===== src/hdl/cbq_pkg.sv =====
// ----------------------------------------------------------------------------
// cbq_pkg
// Shared types and codes for the cascaded biquad filter: item modes,
// coefficient and delay slot codes, and the control structs passed between
// the top level and the section cells.
// ----------------------------------------------------------------------------
package cbq_pkg;

  localparam int MODE_W    = 2;
  localparam int SECTION_W = 4;
  localparam int SLOT_W    = 3;
  localparam int REG_W     = 5;

  // Item modes
  typedef enum logic [MODE_W-1:0] {
    MODE_FILTER   = 2'd0,
    MODE_COEF_WR  = 2'd1,
    MODE_DELAY_WR = 2'd2,
    MODE_DELAY_RD = 2'd3
  } mode_t;

  // Coefficient slots
  localparam logic [SLOT_W-1:0] SLOT_B0 = 3'd0;
  localparam logic [SLOT_W-1:0] SLOT_B1 = 3'd1;
  localparam logic [SLOT_W-1:0] SLOT_B2 = 3'd2;
  localparam logic [SLOT_W-1:0] SLOT_A1 = 3'd3;
  localparam logic [SLOT_W-1:0] SLOT_A2 = 3'd4;

  // Delay slots
  localparam logic [SLOT_W-1:0] SLOT_D0 = 3'd0;
  localparam logic [SLOT_W-1:0] SLOT_D1 = 3'd1;

  // Store access broadcast to every cell
  typedef struct packed {
    logic                 coef_we;
    logic                 delay_we;
    logic [SECTION_W-1:0] section;
    logic [SLOT_W-1:0]    slot;
  } access_t;

  // Per-cell status back to the sequencer
  typedef struct packed {
    logic y_valid;
    logic done;
    logic sat;
  } cell_ctl_t;

endpackage


===== src/hdl/cbq_cell.sv =====
// ----------------------------------------------------------------------------
// cbq_cell
// One biquad section in transposed direct form II. Holds its own five
// coefficients and two delay values, takes a sample from the previous cell
// and hands the rounded, saturated section output to the next cell.
// ----------------------------------------------------------------------------
module cbq_cell #(
  parameter int SAMPLE_WIDTH = 16,
  parameter int COEFF_WIDTH  = 18,
  parameter int DELAY_WIDTH  = 40,
  parameter int CELL_IDX     = 0
) (
  input  logic                           clk,
  input  logic                           rst,
  input  logic                           en,
  input  cbq_pkg::access_t               access,
  input  logic signed [COEFF_WIDTH-1:0]  coeff_value,
  input  logic signed [DELAY_WIDTH-1:0]  delay_value,
  output logic signed [DELAY_WIDTH-1:0]  rd_value,
  input  logic                           x_valid,
  input  logic signed [SAMPLE_WIDTH-1:0] x,
  output logic signed [SAMPLE_WIDTH-1:0] y,
  output cbq_pkg::cell_ctl_t             ctl
);

  localparam int PW    = SAMPLE_WIDTH + COEFF_WIDTH;
  localparam int MW    = (PW > DELAY_WIDTH) ? PW : DELAY_WIDTH;
  localparam int AW    = MW + 1;
  localparam int RW    = MW + 2;
  localparam int EW    = MW + 2;
  localparam int CFRAC = COEFF_WIDTH - 4;

  localparam logic signed [RW-1:0] RND =
    {{(RW-CFRAC){1'b0}}, 1'b1, {(CFRAC-1){1'b0}}};
  localparam logic signed [RW-1:0] Y_MAX =
    {{(RW-SAMPLE_WIDTH+1){1'b0}}, {(SAMPLE_WIDTH-1){1'b1}}};
  localparam logic signed [RW-1:0] Y_MIN =
    {{(RW-SAMPLE_WIDTH+1){1'b1}}, {(SAMPLE_WIDTH-1){1'b0}}};
  localparam logic signed [EW-1:0] D_MAX =
    {{(EW-DELAY_WIDTH+1){1'b0}}, {(DELAY_WIDTH-1){1'b1}}};
  localparam logic signed [EW-1:0] D_MIN =
    {{(EW-DELAY_WIDTH+1){1'b1}}, {(DELAY_WIDTH-1){1'b0}}};

  logic signed [COEFF_WIDTH-1:0] b0, b1, b2, a1, a2;
  logic signed [DELAY_WIDTH-1:0] d0, d1;
  logic signed [PW-1:0]          p0, p1, p2, q1, q2;
  logic                          v1, v2, v3;
  logic                          ysat;

  logic                          match;
  logic signed [AW-1:0]          acc;
  logic signed [RW-1:0]          ys;
  logic signed [SAMPLE_WIDTH-1:0] y_next;
  logic                          y_sat;
  logic signed [EW-1:0]          d0_sum, d1_sum;
  logic signed [DELAY_WIDTH-1:0] d0_next, d1_next;
  logic                          d_sat;

  assign match = (32'(access.section) == CELL_IDX);

  // Round half up and saturate the section output
  always_comb begin
    acc = AW'(p0) + AW'(d0);
    ys  = (RW'(acc) + RND) >>> CFRAC;
    y_sat = (ys > Y_MAX) || (ys < Y_MIN);
    if (ys > Y_MAX) begin
      y_next = Y_MAX[SAMPLE_WIDTH-1:0];
    end else if (ys < Y_MIN) begin
      y_next = Y_MIN[SAMPLE_WIDTH-1:0];
    end else begin
      y_next = ys[SAMPLE_WIDTH-1:0];
    end
  end

  // Form and saturate the new delay values
  always_comb begin
    d0_sum = EW'(d1) + EW'(p1) - EW'(q1);
    d1_sum = EW'(p2) - EW'(q2);
    d_sat  = 1'b0;
    if (d0_sum > D_MAX) begin
      d0_next = D_MAX[DELAY_WIDTH-1:0];
      d_sat   = 1'b1;
    end else if (d0_sum < D_MIN) begin
      d0_next = D_MIN[DELAY_WIDTH-1:0];
      d_sat   = 1'b1;
    end else begin
      d0_next = d0_sum[DELAY_WIDTH-1:0];
    end
    if (d1_sum > D_MAX) begin
      d1_next = D_MAX[DELAY_WIDTH-1:0];
      d_sat   = 1'b1;
    end else if (d1_sum < D_MIN) begin
      d1_next = D_MIN[DELAY_WIDTH-1:0];
      d_sat   = 1'b1;
    end else begin
      d1_next = d1_sum[DELAY_WIDTH-1:0];
    end
  end

  // Advance the stage valids
  always_ff @(posedge clk) begin
    if (rst) begin
      v1 <= 1'b0;
      v2 <= 1'b0;
      v3 <= 1'b0;
    end else begin
      v1 <= x_valid & en;
      v2 <= v1;
      v3 <= v2;
    end
  end

  // Feed-forward products, section output, feedback products
  always_ff @(posedge clk) begin
    if (x_valid & en) begin
      p0 <= PW'(b0) * PW'(x);
      p1 <= PW'(b1) * PW'(x);
      p2 <= PW'(b2) * PW'(x);
    end
    if (v1) begin
      y    <= y_next;
      ysat <= y_sat;
    end
    if (v2) begin
      q1 <= PW'(a1) * PW'(y);
      q2 <= PW'(a2) * PW'(y);
    end
  end

  // Load coefficients
  always_ff @(posedge clk) begin
    if (access.coef_we & match) begin
      case (access.slot)
        cbq_pkg::SLOT_B0: b0 <= coeff_value;
        cbq_pkg::SLOT_B1: b1 <= coeff_value;
        cbq_pkg::SLOT_B2: b2 <= coeff_value;
        cbq_pkg::SLOT_A1: a1 <= coeff_value;
        cbq_pkg::SLOT_A2: a2 <= coeff_value;
        default: ;
      endcase
    end
  end

  // Update or load the delay values
  always_ff @(posedge clk) begin
    if (rst) begin
      d0 <= '0;
      d1 <= '0;
    end else if (v3) begin
      d0 <= d0_next;
      d1 <= d1_next;
    end else if (access.delay_we & match) begin
      case (access.slot)
        cbq_pkg::SLOT_D0: d0 <= delay_value;
        cbq_pkg::SLOT_D1: d1 <= delay_value;
        default: ;
      endcase
    end
  end

  // Drive the readback, zero unless this cell is addressed
  always_comb begin
    rd_value = '0;
    if (match) begin
      case (access.slot)
        cbq_pkg::SLOT_D0: rd_value = d0;
        cbq_pkg::SLOT_D1: rd_value = d1;
        default: rd_value = '0;
      endcase
    end
  end

  assign ctl.y_valid = v2;
  assign ctl.done    = v3;
  assign ctl.sat     = (v2 & ysat) | (v3 & d_sat);

endmodule


===== config.mk =====
export PLATFORM = sky130hd
export DESIGN_NAME = cbq_cell
export DESIGN_NICKNAME = d
export VERILOG_FILES = /design/src/hdl/cbq_pkg.sv /design/src/hdl/cbq_cell.sv
export SDC_FILE = /design/constraint.sdc
export NUM_CORES = 2
export LEC_CHECK = 0
export CELL_PAD_IN_SITES_DETAIL_PLACEMENT = 1
export CELL_PAD_IN_SITES_GLOBAL_PLACEMENT = 2
export CORE_MARGIN = 2
export CORE_UTILIZATION = 40
export DETAILED_ROUTE_END_ITERATION = 12
export DONT_BUFFER_PORTS = 1
export PLACE_DENSITY_LB_ADDON = 0.1
export SETUP_SLACK_MARGIN = 0.15
export SYNTH_ARGS = -nofsm -noshare
export SYNTH_HDL_FRONTEND = slang
export SYNTH_SLANG_ARGS = --single-unit
export TNS_END_PERCENT = 100

===== constraint.sdc =====
create_clock -name clk -period 8.3 [get_ports clk]
set_input_delay 1.245 -clock clk [delete_from_list [all_inputs] [get_ports clk]]
set_output_delay 1.245 -clock clk [all_outputs]
set_load 0.03 [all_outputs]

==> Word-level counts from Yosys, hierarchy flattened <==
Cells that the tools add are included.
{ "classes": {"n_mux": 17, "multipliers": 5, "add_sub_neg": 5, "n_eq_ne": 4, "order_cmp": 6, "bitwise_logic": 6, "reduce_logical": 13} }
{ "ops": {"columns": ["operator", "count"], "rows": [
  ["40-bit two-way mux", 11],
  ["18-bit by 16-bit multiplier with 34-bit output", 5],
  ["40-bit one-hot mux with 2 select lines", 1],
  ["41-bit by 15-bit adder with 42-bit output (second input constant)", 1],
  ["42-bit by 40-bit greater-than comparator with 1-bit output (second input constant)", 1],
  ["42-bit by 40-bit < comparator with 1-bit output (second input constant)", 1],
  ["41-bit by 34-bit subtractor with 42-bit output", 1],
  ["34-bit by 40-bit adder with 41-bit output", 1],
  ["40-bit by 34-bit adder with 41-bit output", 1],
  ["35-bit by 40-bit greater-than comparator with 1-bit output (second input constant)", 1],
  ["35-bit by 40-bit < comparator with 1-bit output (second input constant)", 1],
  ["34-bit by 34-bit subtractor with 35-bit output", 1],
  ["28-bit by 16-bit greater-than comparator with 1-bit output (second input constant)", 1],
  ["28-bit by 16-bit < comparator with 1-bit output (second input constant)", 1],
  ["16-bit two-way mux", 1],
  ["2-bit AND reduction", 7],
  ["3-bit by 2-bit == test with 1-bit output (second input constant)", 2],
  ["2-bit nonzero test", 3],
  ["1-bit bitwise AND", 5],
  ["4-bit zero test", 1],
  ["1-bit two-way mux", 4],
  ["3-bit by 1-bit == test with 1-bit output (second input constant)", 1],
  ["3-bit == test (second input constant)", 1],
  ["3-bit zero test", 1],
  ["other kinds (2)", 2]
]} }
{ "totals": {"out_inout_bits": 59, "in_bits": 87, "wordCells": 73, "ff_bits": 360} }

==> Logic depth before layout (Yosys ltp) <==
{ "logic_depth": {"depth_word": 9, "mapped_depth": 27, "depth_no_buf": 26} }

==> Worst setup path after synthesis <==
OpenSTA, ideal clock, no wires.
{ "synth_path": {"path_kind": "input-to-reg", "start": "in x[1]", "end": "reg p0[31], data pin", "setup_ps": 258, "n_path_buf": 2, "t_arrival_ps": 7252, "path_stages": 25, "path_slack_ps": 790, "required_ps": 8042, "path_cell_list": "clkbuf_1 > clkbuf_1 > nand2_1 > fa_1 > fa_1 > fa_1 > inv_1 > fa_1 > fa_1 > inv_1 > fa_1 > inv_1 > ha_1 > a21o_1 > a21o_1 > a21o_1 > a21o_1 > a21o_1 > a31o_2 > a211oi_1 > o31ai_1 > a21o_1 > a21o_1 > a21oi_1 > xnor2_1"} }
{ "synth_between": {"elab_chain_len": 1} }
{ "synth_lines": {"columns": ["element", "line_no", "rtl"], "rows": [
  ["from (decl)", "cbq_cell.sv:21", "input logic signed [SAMPLE_WIDTH-1:0] x,"],
  ["18-bit by 16-bit multiplier with 34-bit output", "cbq_cell.sv:116", "p0 <= PW'(b0) * PW'(x);"],
  ["to (signal assigned)", "cbq_cell.sv:116", null],
  ["to (decl)", "cbq_cell.sv:46", "logic signed [PW-1:0] p0, p1, p2, q1, q2;"]
]} }
Every way passes these cells.
A chain may end at the register's enable or synchronous reset.

==> Final worst setup path <==
{ "layout_path": {"start": "reg y[11]", "end": "reg q1[29], data pin"} }
{ "layout_between": {"elab_chain_len": 1} }
{ "layout_lines": {"columns": ["element", "line_no", "rtl"], "rows": [
  ["from (decl)", "cbq_cell.sv:22", "output logic signed [SAMPLE_WIDTH-1:0] y,"],
  ["from (signal assigned)", "cbq_cell.sv:121", "y <= y_next;"],
  ["18-bit by 16-bit multiplier with 34-bit output", "cbq_cell.sv:125", "q1 <= PW'(a1) * PW'(y);"],
  ["to (signal assigned)", "cbq_cell.sv:125", null],
  ["to (decl)", "cbq_cell.sv:46", null]
]} }
Every way passes these cells.

==> results by group <==
Floorplanning
  • Die area: between 150000 and 200000 sq um
  • Core Area: roughly 180000 sq um
  • Ports: about 150
  • Row count: 157
  • Die X: around 430 um
  • Initial Utilization: 0.403
  • Die H: about 430 um

Logic synthesis
  • Cell with the most instances after synthesis: inv_1
  • Seq cells post-synth: 360
  • Post-synthesis mux area share: 0.000407
  • Yosys top cell area share: 0.404
  • Synth Area in Simple Gates: 0.145
  • Cells after synthesis: a little under 8k
  • Xor/xnor cell area share of the yosys netlist: 0.0325
  • Synth Flop Type: edfxtp_1
  • Synth area leader: fa_1
  • Post-synth top cells: inv_1, fa_1, nand2_1
  • Ys Warns: 0
  • Number of synthesized flops with an enable pin: roughly 280
  • Adder-cell share of the synthesized area: 0.503
  • Syn Nets: 10.1k
  • Ys async rst share: 0
  • Yosys cell types: 78
  • Compound-Gate Fraction of Synth Area: 0.0742
  • Syn avg cell area: 9.34 sq um
  • Synth top area cells: fa_1, edfxtp_1, ha_1, inv_1, and2_1
  • Synthesized area: roughly 74000 sq um
  • Register area share after synthesis: 0.135
  • Main combinational cell family by area after synthesis: adder cells

Worst hold path
  • Worst hold path type: reg -> reg

Global route
  • First-pass GRT wire length: roughly 380 mm
  • Largest net degree at the start of global routing: 66
  • Overflow after GRT: 0
  • Initial antenna violation count: 20
  • Overall Global Routing Usage: 0.268
  • Vias in the first global route: around 59k

Routing
  • WL met3: 11.7 mm
  • DRT iter0 DRCs: between 2k and 3k
  • WL/cell: 24.0 um
  • Routed Wire Length: 247 mm
  • Met2 wire len: 117 mm
  • # DRC: 0
  • Via count: about 53k
  • First drt pass iteration count: 5
  • Antenna Nets Post-Route: 0
  • Routed length on met1: ~110 mm
  • Vias/cell: approximately 5.2
  • Highest Signal Layer: met5

Clock network
  • Clk Latency, worst-skew pair: approximately 0.63 ns
  • Clock sinks: 360
  • Max clock buf depth: 3
  • Hold_buf cts: 0
  • Cts repair resizes: 0
  • H-tree depth: 2
  • Post-CTS Setup Bufs: 0
  • CTS root buf: clkbuf_16
  • CTS tree: yes
  • Worst-path clk slew: roughly 0.06 ns
  • CTS buffer count: between 40 and 50

Critical path
  • CP Capture Type: flop
  • Required time worst endpoint: about 8.6 ns
  • Kind of critical path: reg -> reg
  • Critical Path Source Type: flop
  • CP arrival: between 8 and 9 ns
  • Crit Path Max Fanout: 24

STA
  • Hold Vio Cnt, Final: 0
  • Final worst-path cycle share: 0.947
  • RSZ-0062 raised after global routing: false
  • Setup Skew: about 0.02 ns
  • Slew Limit Fails: 0
  • Final setup vio count: 0
  • Tightest Pin Transition: around 1.2 ns
  • Fmax: around 0.13 GHz
  • Crit path time final: 7.86 ns
  • Setup TNS: 0 ns
  • Relative slew slack: 0.219

Cells and area
  • Synth-to-Final Area Change: 6.10%
  • Utilization after layout: 0.427
  • Final Cell Area: a little under 80000 sq um
  • Layout cell share with drive strength beyond 1: 0.0304
  • Nets: ~10k

Run
  • Max-cap violations: 0

Placed design
  • GP Congestion: about 0.87
  • Final HPWL DP: approximately 200 mm
  • Buffers on Ports: 0
  • DP Area: around 77000 sq um

Outcome
  • Status: finished, final reports clean
cell usage in the layout, fill, tap and decap left out, types with 69 or more instances in the layout:
cell type and n:
a21o_1 125, a21oi_1 303, and2_1 684, buf_4 115
dfxtp_1 81, edfxtp_1 277, fa_1 1491, ha_1 584
inv_1 1811, nand2_1 930, nand3_1 69, nor2_1 275
o21ai_0 116, xnor2_1 205
layer usage:
metal  vias to the layer above  track usage
met5                         -            0
met4                         6       0.0629
met3                       188       0.0282
met2                      1077        0.448
met1                     28251        0.374
li1                      23701            -
path summary, 6_finish.rpt:
path                            slack, ns  depth (start not counted)     end  startpoint
worst max-delay path                 0.44                         21  q1[29]       y[11]
worst min-delay path                 0.51                          2  d1[36]      d1[36]
worst max register to register       0.44                         21  q1[29]       y[11]
worst min register to register       0.51                          2  d1[36]      d1[36]
through the flow:
step	hold slack, ns	instances	worst slack, ns
floorplan	0.464	7905	0.790
global placement	0.483	10164	0.751
detailed placement	0.497	10164	0.552
CTS	0.510	10254	0.508
global route	0.529	10269	0.196
finish	0.512	10274	0.437
critical path, stage by stage, from the launching register on:
cell      delay, ns
edfxtp_1       1.12
buf_4          0.37
nand2_1        0.10
fa_1           0.39
inv_1          0.08
fa_1           0.45
fa_1           0.58
fa_1           0.45
fa_1           0.52
inv_1          0.06
fa_1           0.49
inv_1          0.06
ha_1           0.37
o21ai_0        0.12
nand2b_1       0.18
nand4_1        0.11
a21oi_1        0.40
o21ai_0        0.29
a21oi_1        0.32
nor4_1         0.11
or2_2          0.34
xnor2_1        0.60
final cells by class:
class                           count  area (sq um)
Antenna cell                       20          50.0
Timing Repair Buffer              121           983
Sequential cell                   360          9990
Multi-Input combinational cell   5406         55800
Clock inverter                     30           297
Tap cell                         2464          3080
Fill cell                       20941        105000
Inverter                         1813          6810
Clock buffer                       60          1300
registers in the layout, indices dropped and copies added, names as in the netlist:
| name | flops |
|---|---|
| q2 | 34 |
| p2 | 34 |
| b2 | 18 |
| p0 | 34 |
| y | 16 |
| ysat | 1 |
| b1 | 18 |
| v2 | 1 |
| d1 | 40 |
| q1 | 34 |
| v1 | 1 |
| a2 | 18 |
| a1 | 18 |
| v3 | 1 |
| b0 | 18 |
| d0 | 40 |
| p1 | 34 |
cell families (layout without fill, tap and decap cells):
logic type	Yosys count	after routing
compound gates	847	847
flops	360	360
mux	3	3
fa+ha+maj	2075	2075
simple gates	2208	2208
other cells	0	20
buf+inv	2139	2024
xor+xnor	273	273
Power is left out: the tool's default activity adds up to more than one toggle a clock period on the data nets, which glitch-free logic cannot reach.
